<file path="config.mk">
export PLATFORM = sky130hd
export DESIGN_NAME = aloha_join_backoff_fsm
export DESIGN_NICKNAME = d
export VERILOG_FILES = /design/src/hdl/ajb_pkg.sv /design/src/hdl/ajb_step.sv /design/src/hdl/aloha_join_backoff_fsm.sv
export SDC_FILE = /design/constraint.sdc
export NUM_CORES = 2
export LEC_CHECK = 0
export BUFFER_PORTS_ARGS = -buffer_cell sky130_fd_sc_hd__buf_2
export CORE_UTILIZATION = 59
export CTS_BUF_LIST = sky130_fd_sc_hd__clkbuf_4 sky130_fd_sc_hd__clkbuf_8
export CTS_CLUSTER_SIZE = 12
export DETAILED_ROUTE_END_ITERATION = 16
export GPL_TIMING_DRIVEN = 0
export PLACE_DENSITY = 0.78
export SLEW_MARGIN = 10
export SYNTH_ARGS = -nofsm -noshare
export SYNTH_HDL_FRONTEND = slang
export SYNTH_SLANG_ARGS = --single-unit
</file>
<file path="constraint.sdc">
create_clock -name aclk -period 33.7 [get_ports aclk]
set_clock_uncertainty 0.15 [all_clocks]
set_input_delay 3.37 -clock aclk [delete_from_list [all_inputs] [get_ports aclk]]
set_output_delay 3.37 -clock aclk [all_outputs]
set_load 0.02 [all_outputs]
</file>
<file path="src/hdl/ajb_pkg.sv">
// shared types and codes for the join and backoff machine
package ajb_pkg;

    // phase codes
    localparam int PHASE_W = 3;
    localparam logic [PHASE_W-1:0] PH_COLD    = 3'd0;
    localparam logic [PHASE_W-1:0] PH_GATE    = 3'd1;
    localparam logic [PHASE_W-1:0] PH_REQUEST = 3'd2;
    localparam logic [PHASE_W-1:0] PH_AWAIT   = 3'd3;
    localparam logic [PHASE_W-1:0] PH_BACKOFF = 3'd4;
    localparam logic [PHASE_W-1:0] PH_JOINED  = 3'd5;

    // outcome codes reported with each result item
    localparam int OUTCOME_W = 4;
    localparam logic [OUTCOME_W-1:0] OC_SYNC    = 4'd0;
    localparam logic [OUTCOME_W-1:0] OC_LISTEN  = 4'd1;
    localparam logic [OUTCOME_W-1:0] OC_SENT    = 4'd2;
    localparam logic [OUTCOME_W-1:0] OC_TXERR   = 4'd3;
    localparam logic [OUTCOME_W-1:0] OC_FOREIGN = 4'd4;
    localparam logic [OUTCOME_W-1:0] OC_TIMEOUT = 4'd5;
    localparam logic [OUTCOME_W-1:0] OC_JOINED  = 4'd6;
    localparam logic [OUTCOME_W-1:0] OC_BACKOFF = 4'd7;
    localparam logic [OUTCOME_W-1:0] OC_ALREADY = 4'd8;

    // configuration register indexes
    localparam int CFG_ADDR_W = 3;
    localparam int CFG_DATA_W = 64;
    localparam logic [CFG_ADDR_W-1:0] CFG_GATE_LEN      = 3'd0;
    localparam logic [CFG_ADDR_W-1:0] CFG_REPLY_LEN     = 3'd1;
    localparam logic [CFG_ADDR_W-1:0] CFG_BACKOFF_BASE  = 3'd2;
    localparam logic [CFG_ADDR_W-1:0] CFG_BACKOFF_MAX   = 3'd3;
    localparam logic [CFG_ADDR_W-1:0] CFG_ATTEMPT_LIMIT = 3'd4;
    localparam logic [CFG_ADDR_W-1:0] CFG_DEVICE_ID     = 3'd5;

    // stream widths
    localparam int S_TDATA_W = 144;
    localparam int S_TUSER_W = 4;
    localparam int M_TDATA_W = 80;
    localparam int M_TUSER_W = 4;

    // attempt counter saturation point
    localparam logic [6:0] ATTEMPTS_SAT = 7'd127;

    typedef struct packed {
        logic [15:0] gate_len;
        logic [15:0] reply_len;
        logic [31:0] backoff_base;
        logic [31:0] backoff_max;
        logic [6:0]  attempt_limit;
        logic [63:0] device_id;
    } ajb_cfg_t;

    typedef struct packed {
        logic [PHASE_W-1:0] phase;
        logic [31:0]        steps_left;
        logic [6:0]         attempts;
        logic [7:0]         seq_num;
        logic [15:0]        saved_address;
        logic [7:0]         saved_slot;
        logic [7:0]         saved_slot_total;
        logic [31:0]        saved_slot_length;
    } ajb_state_t;

    typedef struct packed {
        logic        sync_heard;
        logic        tx_ok;
        logic        frame_heard;
        logic        frame_valid;
        logic [63:0] target_id;
        logic [15:0] assigned_address;
        logic [7:0]  assigned_slot;
        logic [7:0]  assigned_slot_total;
        logic [31:0] assigned_slot_length;
        logic [15:0] random_value;
    } ajb_item_t;

    typedef struct packed {
        logic [OUTCOME_W-1:0] outcome;
        logic [7:0]           request_seq;
        logic                 joined;
        logic [15:0]          held_address;
        logic [7:0]           held_slot;
        logic [7:0]           held_slot_total;
        logic [31:0]          held_slot_length;
        logic [6:0]           attempt_count;
    } ajb_result_t;

endpackage

</file>
<file path="src/hdl/ajb_step.sv">
// next-state and result logic for one step of the join machine
module ajb_step (
    input  ajb_pkg::ajb_cfg_t    cfg,
    input  ajb_pkg::ajb_state_t  state_cur,
    input  ajb_pkg::ajb_item_t   item,
    output ajb_pkg::ajb_state_t  state_next,
    output ajb_pkg::ajb_result_t result
);
    import ajb_pkg::*;

    ajb_state_t          st;
    ajb_state_t          nxt;
    logic [PHASE_W-1:0]  cold_phase;
    logic [31:0]         cold_steps;
    logic [63:0]         shifted;
    logic [31:0]         window;
    logic [32:0]         window_plus;
    logic [48:0]         product;
    logic [31:0]         delay;
    logic [6:0]          att_inc;
    logic                restart;
    logic [31:0]         steps_dec;
    logic                dec_zero;
    logic                id_match;

    // cold start target
    assign cold_phase = (cfg.gate_len != 16'd0) ? PH_GATE : PH_REQUEST;
    assign cold_steps = {16'd0, cfg.gate_len};

    // state as seen by this step, with a pending cold start applied first
    always_comb begin
        st = state_cur;
        if (state_cur.phase == PH_COLD) begin
            st.attempts   = 7'd0;
            st.phase      = cold_phase;
            st.steps_left = cold_steps;
        end
    end

    // truncated exponential window, clamped to backoff_max
    assign shifted = {32'd0, cfg.backoff_base} << st.attempts[4:0];
    always_comb begin
        if (cfg.backoff_base == 32'd0) begin
            window = 32'd0;
        end else if (st.attempts >= 7'd32) begin
            window = cfg.backoff_max;
        end else if (shifted > {32'd0, cfg.backoff_max}) begin
            window = cfg.backoff_max;
        end else begin
            window = shifted[31:0];
        end
    end

    // random draw scaled into 0..window
    assign window_plus = {1'b0, window} + 33'd1;
    assign product     = 49'(item.random_value) * 49'(window_plus);
    assign delay       = product[47:16];

    // attempt bookkeeping on a failed attempt
    assign att_inc = (st.attempts < ATTEMPTS_SAT) ? st.attempts + 7'd1 : st.attempts;
    assign restart = (cfg.attempt_limit != 7'd0) && (att_inc >= cfg.attempt_limit);

    // countdown shared by gate, await and backoff
    assign steps_dec = st.steps_left - {31'd0, (st.steps_left != 32'd0)};
    assign dec_zero  = (steps_dec == 32'd0);

    assign id_match = item.frame_heard && item.frame_valid && (item.target_id == cfg.device_id);

    // phase transitions
    always_comb begin
        nxt                = st;
        result.outcome     = OC_ALREADY;
        result.request_seq = 8'd0;
        unique case (st.phase)
            PH_GATE: begin
                if (item.sync_heard) begin
                    nxt.phase      = PH_REQUEST;
                    result.outcome = OC_SYNC;
                end else begin
                    nxt.steps_left = steps_dec;
                    if (dec_zero) begin
                        nxt.phase = PH_REQUEST;
                    end
                    result.outcome = OC_LISTEN;
                end
            end
            PH_REQUEST: begin
                result.request_seq = st.seq_num;
                nxt.seq_num        = st.seq_num + 8'd1;
                if (item.tx_ok) begin
                    nxt.phase      = PH_AWAIT;
                    nxt.steps_left = {16'd0, cfg.reply_len};
                    result.outcome = OC_SENT;
                end else begin
                    if (restart) begin
                        nxt.attempts   = 7'd0;
                        nxt.phase      = cold_phase;
                        nxt.steps_left = cold_steps;
                    end else begin
                        nxt.attempts   = att_inc;
                        nxt.phase      = PH_BACKOFF;
                        nxt.steps_left = delay;
                    end
                    result.outcome = OC_TXERR;
                end
            end
            PH_AWAIT: begin
                if (id_match) begin
                    nxt.phase             = PH_JOINED;
                    nxt.saved_address     = item.assigned_address;
                    nxt.saved_slot        = item.assigned_slot;
                    nxt.saved_slot_total  = item.assigned_slot_total;
                    nxt.saved_slot_length = item.assigned_slot_length;
                    result.outcome        = OC_JOINED;
                end else begin
                    nxt.steps_left = steps_dec;
                    if (dec_zero) begin
                        if (restart) begin
                            nxt.attempts   = 7'd0;
                            nxt.phase      = cold_phase;
                            nxt.steps_left = cold_steps;
                        end else begin
                            nxt.attempts   = att_inc;
                            nxt.phase      = PH_BACKOFF;
                            nxt.steps_left = delay;
                        end
                    end
                    result.outcome = item.frame_heard ? OC_FOREIGN : OC_TIMEOUT;
                end
            end
            PH_BACKOFF: begin
                nxt.steps_left = steps_dec;
                if (dec_zero) begin
                    nxt.phase = PH_REQUEST;
                end
                result.outcome = OC_BACKOFF;
            end
            default: begin
                result.outcome = OC_ALREADY;
            end
        endcase

        // held assignment shows only while joined
        result.joined           = (nxt.phase == PH_JOINED);
        result.held_address     = result.joined ? nxt.saved_address : 16'd0;
        result.held_slot        = result.joined ? nxt.saved_slot : 8'd0;
        result.held_slot_total  = result.joined ? nxt.saved_slot_total : 8'd0;
        result.held_slot_length = result.joined ? nxt.saved_slot_length : 32'd0;
        result.attempt_count    = nxt.attempts;
    end

    assign state_next = nxt;

endmodule

</file>
<file path="src/hdl/aloha_join_backoff_fsm.sv">
// top level of the slotted-aloha join machine with truncated exponential backoff
//
// Each input item is one step of the join machine and carries the outcome of the
// radio action of the current phase. Exactly one result item comes out per input
// item, in order: the step outcome, the request sequence number, the join status,
// the captured assignment and the attempt count.
// The input item is first held in an input register; the step logic then runs
// between that register and the result register, and the machine state updates
// as the item moves into the result register and becomes a valid result item.
// One item per cycle is sustained while the receiver keeps taking results.
// The result register frees in the same cycle it is taken, so a stalled receiver
// only holds the pipe: at most two items are held and none is lost.
// Configuration is written through cfg_wr_en / cfg_addr / cfg_wdata; unknown
// indexes are ignored. Only write while the block is idle; it is not enforced.
// Reset (aresetn low, synchronous) loads the register defaults, empties both
// stages and leaves the machine with a cold start pending for its first step.
module aloha_join_backoff_fsm (
    input  logic                                aclk,
    input  logic                                aresetn,
    // configuration write port
    input  logic                                cfg_wr_en,
    input  logic [ajb_pkg::CFG_ADDR_W-1:0]      cfg_addr,
    input  logic [ajb_pkg::CFG_DATA_W-1:0]      cfg_wdata,
    // input channel
    input  logic                                s_tvalid,
    output logic                                s_tready,
    // target_id, assigned_address, assigned_slot, assigned_slot_total,
    // assigned_slot_length, random_value
    input  logic [ajb_pkg::S_TDATA_W-1:0]       s_tdata,
    // sync_heard, tx_ok, frame_heard, frame_valid
    input  logic [ajb_pkg::S_TUSER_W-1:0]       s_tuser,
    // result channel
    output logic                                m_tvalid,
    input  logic                                m_tready,
    // request_seq, joined, held_address, held_slot, held_slot_total,
    // held_slot_length, attempt_count
    output logic [ajb_pkg::M_TDATA_W-1:0]       m_tdata,
    // outcome
    output logic [ajb_pkg::M_TUSER_W-1:0]       m_tuser
);
    import ajb_pkg::*;

    ajb_cfg_t    cfg_reg;
    ajb_state_t  state_reg;
    ajb_state_t  state_next;
    ajb_item_t   item_reg;
    logic        item_valid_reg;
    ajb_result_t result_next;
    ajb_result_t result_reg;
    logic        result_valid_reg;
    logic        advance;
    logic        s_accept;

    // pipeline handshake
    assign advance  = item_valid_reg && (!result_valid_reg || m_tready);
    assign s_tready = !item_valid_reg || advance;
    assign s_accept = s_tvalid && s_tready;

    // configuration registers
    always_ff @(posedge aclk) begin
        if (!aresetn) begin
            cfg_reg.gate_len      <= 16'd0;
            cfg_reg.reply_len     <= 16'd1;
            cfg_reg.backoff_base  <= 32'd1;
            cfg_reg.backoff_max   <= 32'd64;
            cfg_reg.attempt_limit <= 7'd0;
            cfg_reg.device_id     <= 64'd0;
        end else if (cfg_wr_en) begin
            unique case (cfg_addr)
                CFG_GATE_LEN:      cfg_reg.gate_len      <= cfg_wdata[15:0];
                CFG_REPLY_LEN:     cfg_reg.reply_len     <= cfg_wdata[15:0];
                CFG_BACKOFF_BASE:  cfg_reg.backoff_base  <= cfg_wdata[31:0];
                CFG_BACKOFF_MAX:   cfg_reg.backoff_max   <= cfg_wdata[31:0];
                CFG_ATTEMPT_LIMIT: cfg_reg.attempt_limit <= cfg_wdata[6:0];
                CFG_DEVICE_ID:     cfg_reg.device_id     <= cfg_wdata;
                default: ;
            endcase
        end
    end

    // input register
    always_ff @(posedge aclk) begin
        if (!aresetn) begin
            item_valid_reg <= 1'b0;
        end else if (s_accept) begin
            item_valid_reg <= 1'b1;
        end else if (advance) begin
            item_valid_reg <= 1'b0;
        end
    end

    always_ff @(posedge aclk) begin
        if (s_accept) begin
            item_reg.sync_heard           <= s_tuser[0];
            item_reg.tx_ok                <= s_tuser[1];
            item_reg.frame_heard          <= s_tuser[2];
            item_reg.frame_valid          <= s_tuser[3];
            item_reg.target_id            <= s_tdata[63:0];
            item_reg.assigned_address     <= s_tdata[79:64];
            item_reg.assigned_slot        <= s_tdata[87:80];
            item_reg.assigned_slot_total  <= s_tdata[95:88];
            item_reg.assigned_slot_length <= s_tdata[127:96];
            item_reg.random_value         <= s_tdata[143:128];
        end
    end

    // step logic
    ajb_step u_step (
        .cfg        (cfg_reg),
        .state_cur  (state_reg),
        .item       (item_reg),
        .state_next (state_next),
        .result     (result_next)
    );

    // machine state
    always_ff @(posedge aclk) begin
        if (!aresetn) begin
            state_reg.phase             <= PH_COLD;
            state_reg.steps_left        <= 32'd0;
            state_reg.attempts          <= 7'd0;
            state_reg.seq_num           <= 8'd0;
            state_reg.saved_address     <= 16'd0;
            state_reg.saved_slot        <= 8'd0;
            state_reg.saved_slot_total  <= 8'd0;
            state_reg.saved_slot_length <= 32'd0;
        end else if (advance) begin
            state_reg <= state_next;
        end
    end

    // result register
    always_ff @(posedge aclk) begin
        if (!aresetn) begin
            result_valid_reg <= 1'b0;
        end else if (advance) begin
            result_valid_reg <= 1'b1;
        end else if (m_tready) begin
            result_valid_reg <= 1'b0;
        end
    end

    always_ff @(posedge aclk) begin
        if (advance) begin
            result_reg <= result_next;
        end
    end

    // result packing
    assign m_tvalid = result_valid_reg;
    assign m_tuser  = result_reg.outcome;
    assign m_tdata  = {result_reg.attempt_count,
                       result_reg.held_slot_length,
                       result_reg.held_slot_total,
                       result_reg.held_slot,
                       result_reg.held_address,
                       result_reg.joined,
                       result_reg.request_seq};

endmodule

</file>
==> impl_metrics.json <==
{
  "yosys_warnings": 0,
  "synth_ff_type": "dfxtp_1",
  "ys_seq_elements": 515,
  "synth_nets": 5734,
  "clk_pin_slew_worst_paths_ps": 70,
  "grt_max_degree": 51,
  "drt-pass1-iter-count": 8,
  "clock_latency_ps": 760,
  "root_buffer": "clkbuf_8",
  "holdWs_ps": 306,
  "ctsResizeCount": 0,
  "numCtsBuffers": 86,
  "ys_types": 111,
  "antenna_found_initial": 8,
  "min_path_type": "flip-flop to flip-flop",
  "hpwl_mm": 117,
  "rows": 98,
  "min_period_ps": 18510,
  "coreArea_mm2": 0.0717,
  "drc": 0,
  "htreeDepth": 3,
  "tightest_slew_ps": 1350,
  "maxCapViolations": 0,
  "cp.required_ps": 34170,
  "critPathMaxFanout": 10,
  "max_stage_delay_ps": 710,
  "critPathLaunch": "state_reg[112]$_SDFFE_PN0P_",
  "synth_area_leaders": "fa_1, edfxtp_1, dfxtp_1",
  "final_core_util": 0.664,
  "avgSynthCellArea_um2": 8.70,
  "setup_viol_count_final": 0,
  "synthesis.instances": 4926,
  "area_growth_syn_to_layout_pct": 11.2,
  "arrival_ps": 18980,
  "initial_core_util": 0.597,
  "placed_cells": 6185,
  "grt_pass1_wl_mm": 228,
  "first_global_vias": 38000,
  "dieArea_mm2": 0.0737,
  "r2r_end": "state_reg[109]$_SDFFE_PN0P_",
  "end_kind": "flip-flop",
  "max_freq_mhz": 54.0,
  "final_nets": 6131,
  "setup_tns_ps": 0,
  "io_buffers": 305,
  "cts_hold_buf": 0,
  "reg2reg_slack_ps": 15190,
  "status": "complete, no violations",
  "worst-path-stages": 58,
  "fin_cells": 6354,
  "synth-edff-count": 232,
  "cts_tree": "built",
  "wirelength_mm": 149,
  "largest_reg_flops": 167,
  "fillers": 5985,
  "yosysMostFrequentCell": "nand2_1",
  "worstSetupStartpointType": "flip-flop",
  "clock-sinks": 515,
  "antenna_left": 0,
  "grt_overflow_total": 0,
  "post_cts_buffers": 0,
  "synth_top_cell_by_area": "fa_1",
  "slowest_stage": "nor2_1",
  "cts_buffer_depth": 3,
  "rsz0062_at_grt": "no",
  "crit_type": "flip-flop to flip-flop",
  "drive_above_1_share": 0.113,
  "num_vias": 38200,
  "die_y_um": 272,
  "cp_common_cell": "fa_1",
  "crit_end": "state_reg[109]$_SDFFE_PN0P_",
  "rr_worst_depth": 58,
  "synth_area_mm2": 0.0429,
  "finalHoldViolCount": 0,
  "yosysTopAreaCellShare": 0.201,
  "cpLargestDelayFamily": "simple AND/OR/NAND/NOR gates",
  "maxSlewHeadroom": 0.0982,
  "drt_iter0_markers": 4195,
  "drv_slew": 0,
  "synth_seq_area_share": 0.295,
  "postSynth.asyncResetShare": 0,
  "ioPinCount": 306,
  "gp_congestion": 1.02,
  "vias_per_cell": 6.02,
  "die_x_um": 272,
  "wl_per_cell_um": 23.5,
  "cp_num_buf_inv": 12,
  "track_usage": 0.408,
  "yosys-top-cells-count": "nand2_1, inv_1, a21oi_1, fa_1, dfxtp_1",
  "r2r-start": "state_reg[112]$_SDFFE_PN0P_",
  "min_period_over_period": 0.549
}
routing by layer:
| layer | global-route usage | wire length (um) | vias to the layer above |
|---|---|---|---|
| li1 | - | - | 17100 |
| met2 | 0.622 | 66000 | 2186 |
| met1 | 0.539 | 58200 | 18500 |
| met4 | 0.232 | 9530 | 2 |
| met5 | 0 | 11 | - |
| met3 | 0.0880 | 15300 | 447 |
how the worst min path moves through the flow:
stage / startpoint / depth (start not counted) / slack (ps) / endpoint
floorplan: cfg_reg[137]$_SDFFE_PN0P_ / 2 / 280 / cfg_reg[137]$_SDFFE_PN0P_
global placement: state_reg[34]$_SDFFE_PN0P_ / 2 / 290 / state_reg[34]$_SDFFE_PN0P_
detailed placement: state_reg[33]$_SDFFE_PN0P_ / 2 / 300 / state_reg[33]$_SDFFE_PN0P_
CTS: state_reg[33]$_SDFFE_PN0P_ / 2 / 300 / state_reg[33]$_SDFFE_PN0P_
global route: state_reg[39]$_SDFFE_PN0P_ / 2 / 320 / state_reg[39]$_SDFFE_PN0P_
finish: state_reg[9]$_SDFFE_PN0P_ / 2 / 310 / state_reg[9]$_SDFFE_PN0P_
worst register-to-register path: cells and delay by family (launching register included):
kind,cells,cell delay (ps)
AND/OR/NAND/NOR,22,6020
adder cells (fa/ha/maj),9,4090
AO/OA/AOI/OAI,12,3580
buffers and inverters,12,3470
flip-flops,1,570
XOR/XNOR,2,370
multiplexers,1,150
cell families (layout without fill, tap and decap cells):
group                    after synthesis  after routing  share of synthesized area
AO/OA/AOI/OAI                        933            933                      0.135
XOR/XNOR                             153            153                     0.0314
adder cells (fa/ha/maj)              588            588                      0.247
buffers and inverters                833           1303                     0.0790
flip-flops                           515            515                      0.295
multiplexers                          69             69                     0.0171
other                                  0              8                          0
AND/OR/NAND/NOR                     1835           1835                      0.196
area by class of cell:
| cell class | count | area, um^2 | area share |
|---|---|---|---|
| multi-input combinational | 3578 | 26900 | 0.564 |
| sequential | 515 | 12600 | 0.265 |
| inverter | 543 | 2040 | 0.0428 |
| timing repair buffer | 309 | 1620 | 0.0340 |
| clock buffer | 128 | 1560 | 0.0328 |
| buffer | 290 | 1350 | 0.0284 |
| tap | 950 | 1190 | 0.0250 |
| clock inverter | 33 | 352 | 0.00738 |
| antenna | 8 | 20.0 | 0.000420 |
metrics by stage:
step                worst slack, ps  cell area, um^2
global placement              15540            45600
finish                        15190            47600
floorplan                     19840            42900
global route                  14140            47600
detailed placement            15460            45700
CTS                           15440            47600
cell usage in the layout, fill, tap and decap left out, types with 33 or more instances in the layout:
| master | netlist | layout |
|---|---|---|
| nand2_1 | 1058 | 1058 |
| inv_1 | 537 | 537 |
| a21oi_1 | 451 | 451 |
| fa_1 | 430 | 430 |
| buf_2 | 30 | 335 |
| dfxtp_1 | 283 | 283 |
| and2_1 | 241 | 240 |
| edfxtp_1 | 232 | 232 |
| clkbuf_1 | 214 | 213 |
| nor2_1 | 206 | 206 |
| ha_1 | 158 | 158 |
| o21ai_0 | 133 | 133 |
| xnor2_1 | 113 | 112 |
| clkbuf_8 | 0 | 96 |
| nand3_1 | 53 | 53 |
| mux2i_1 | 53 | 53 |
| nor3_1 | 45 | 45 |
| xor2_1 | 39 | 39 |
| nand4_1 | 36 | 36 |
| a31oi_1 | 35 | 35 |
| clkbuf_4 | 0 | 33 |
| and3_1 | 33 | 33 |
Power is left out: the tool's default activity adds up to more than one toggle a clock period on the data nets, which glitch-free logic cannot reach.
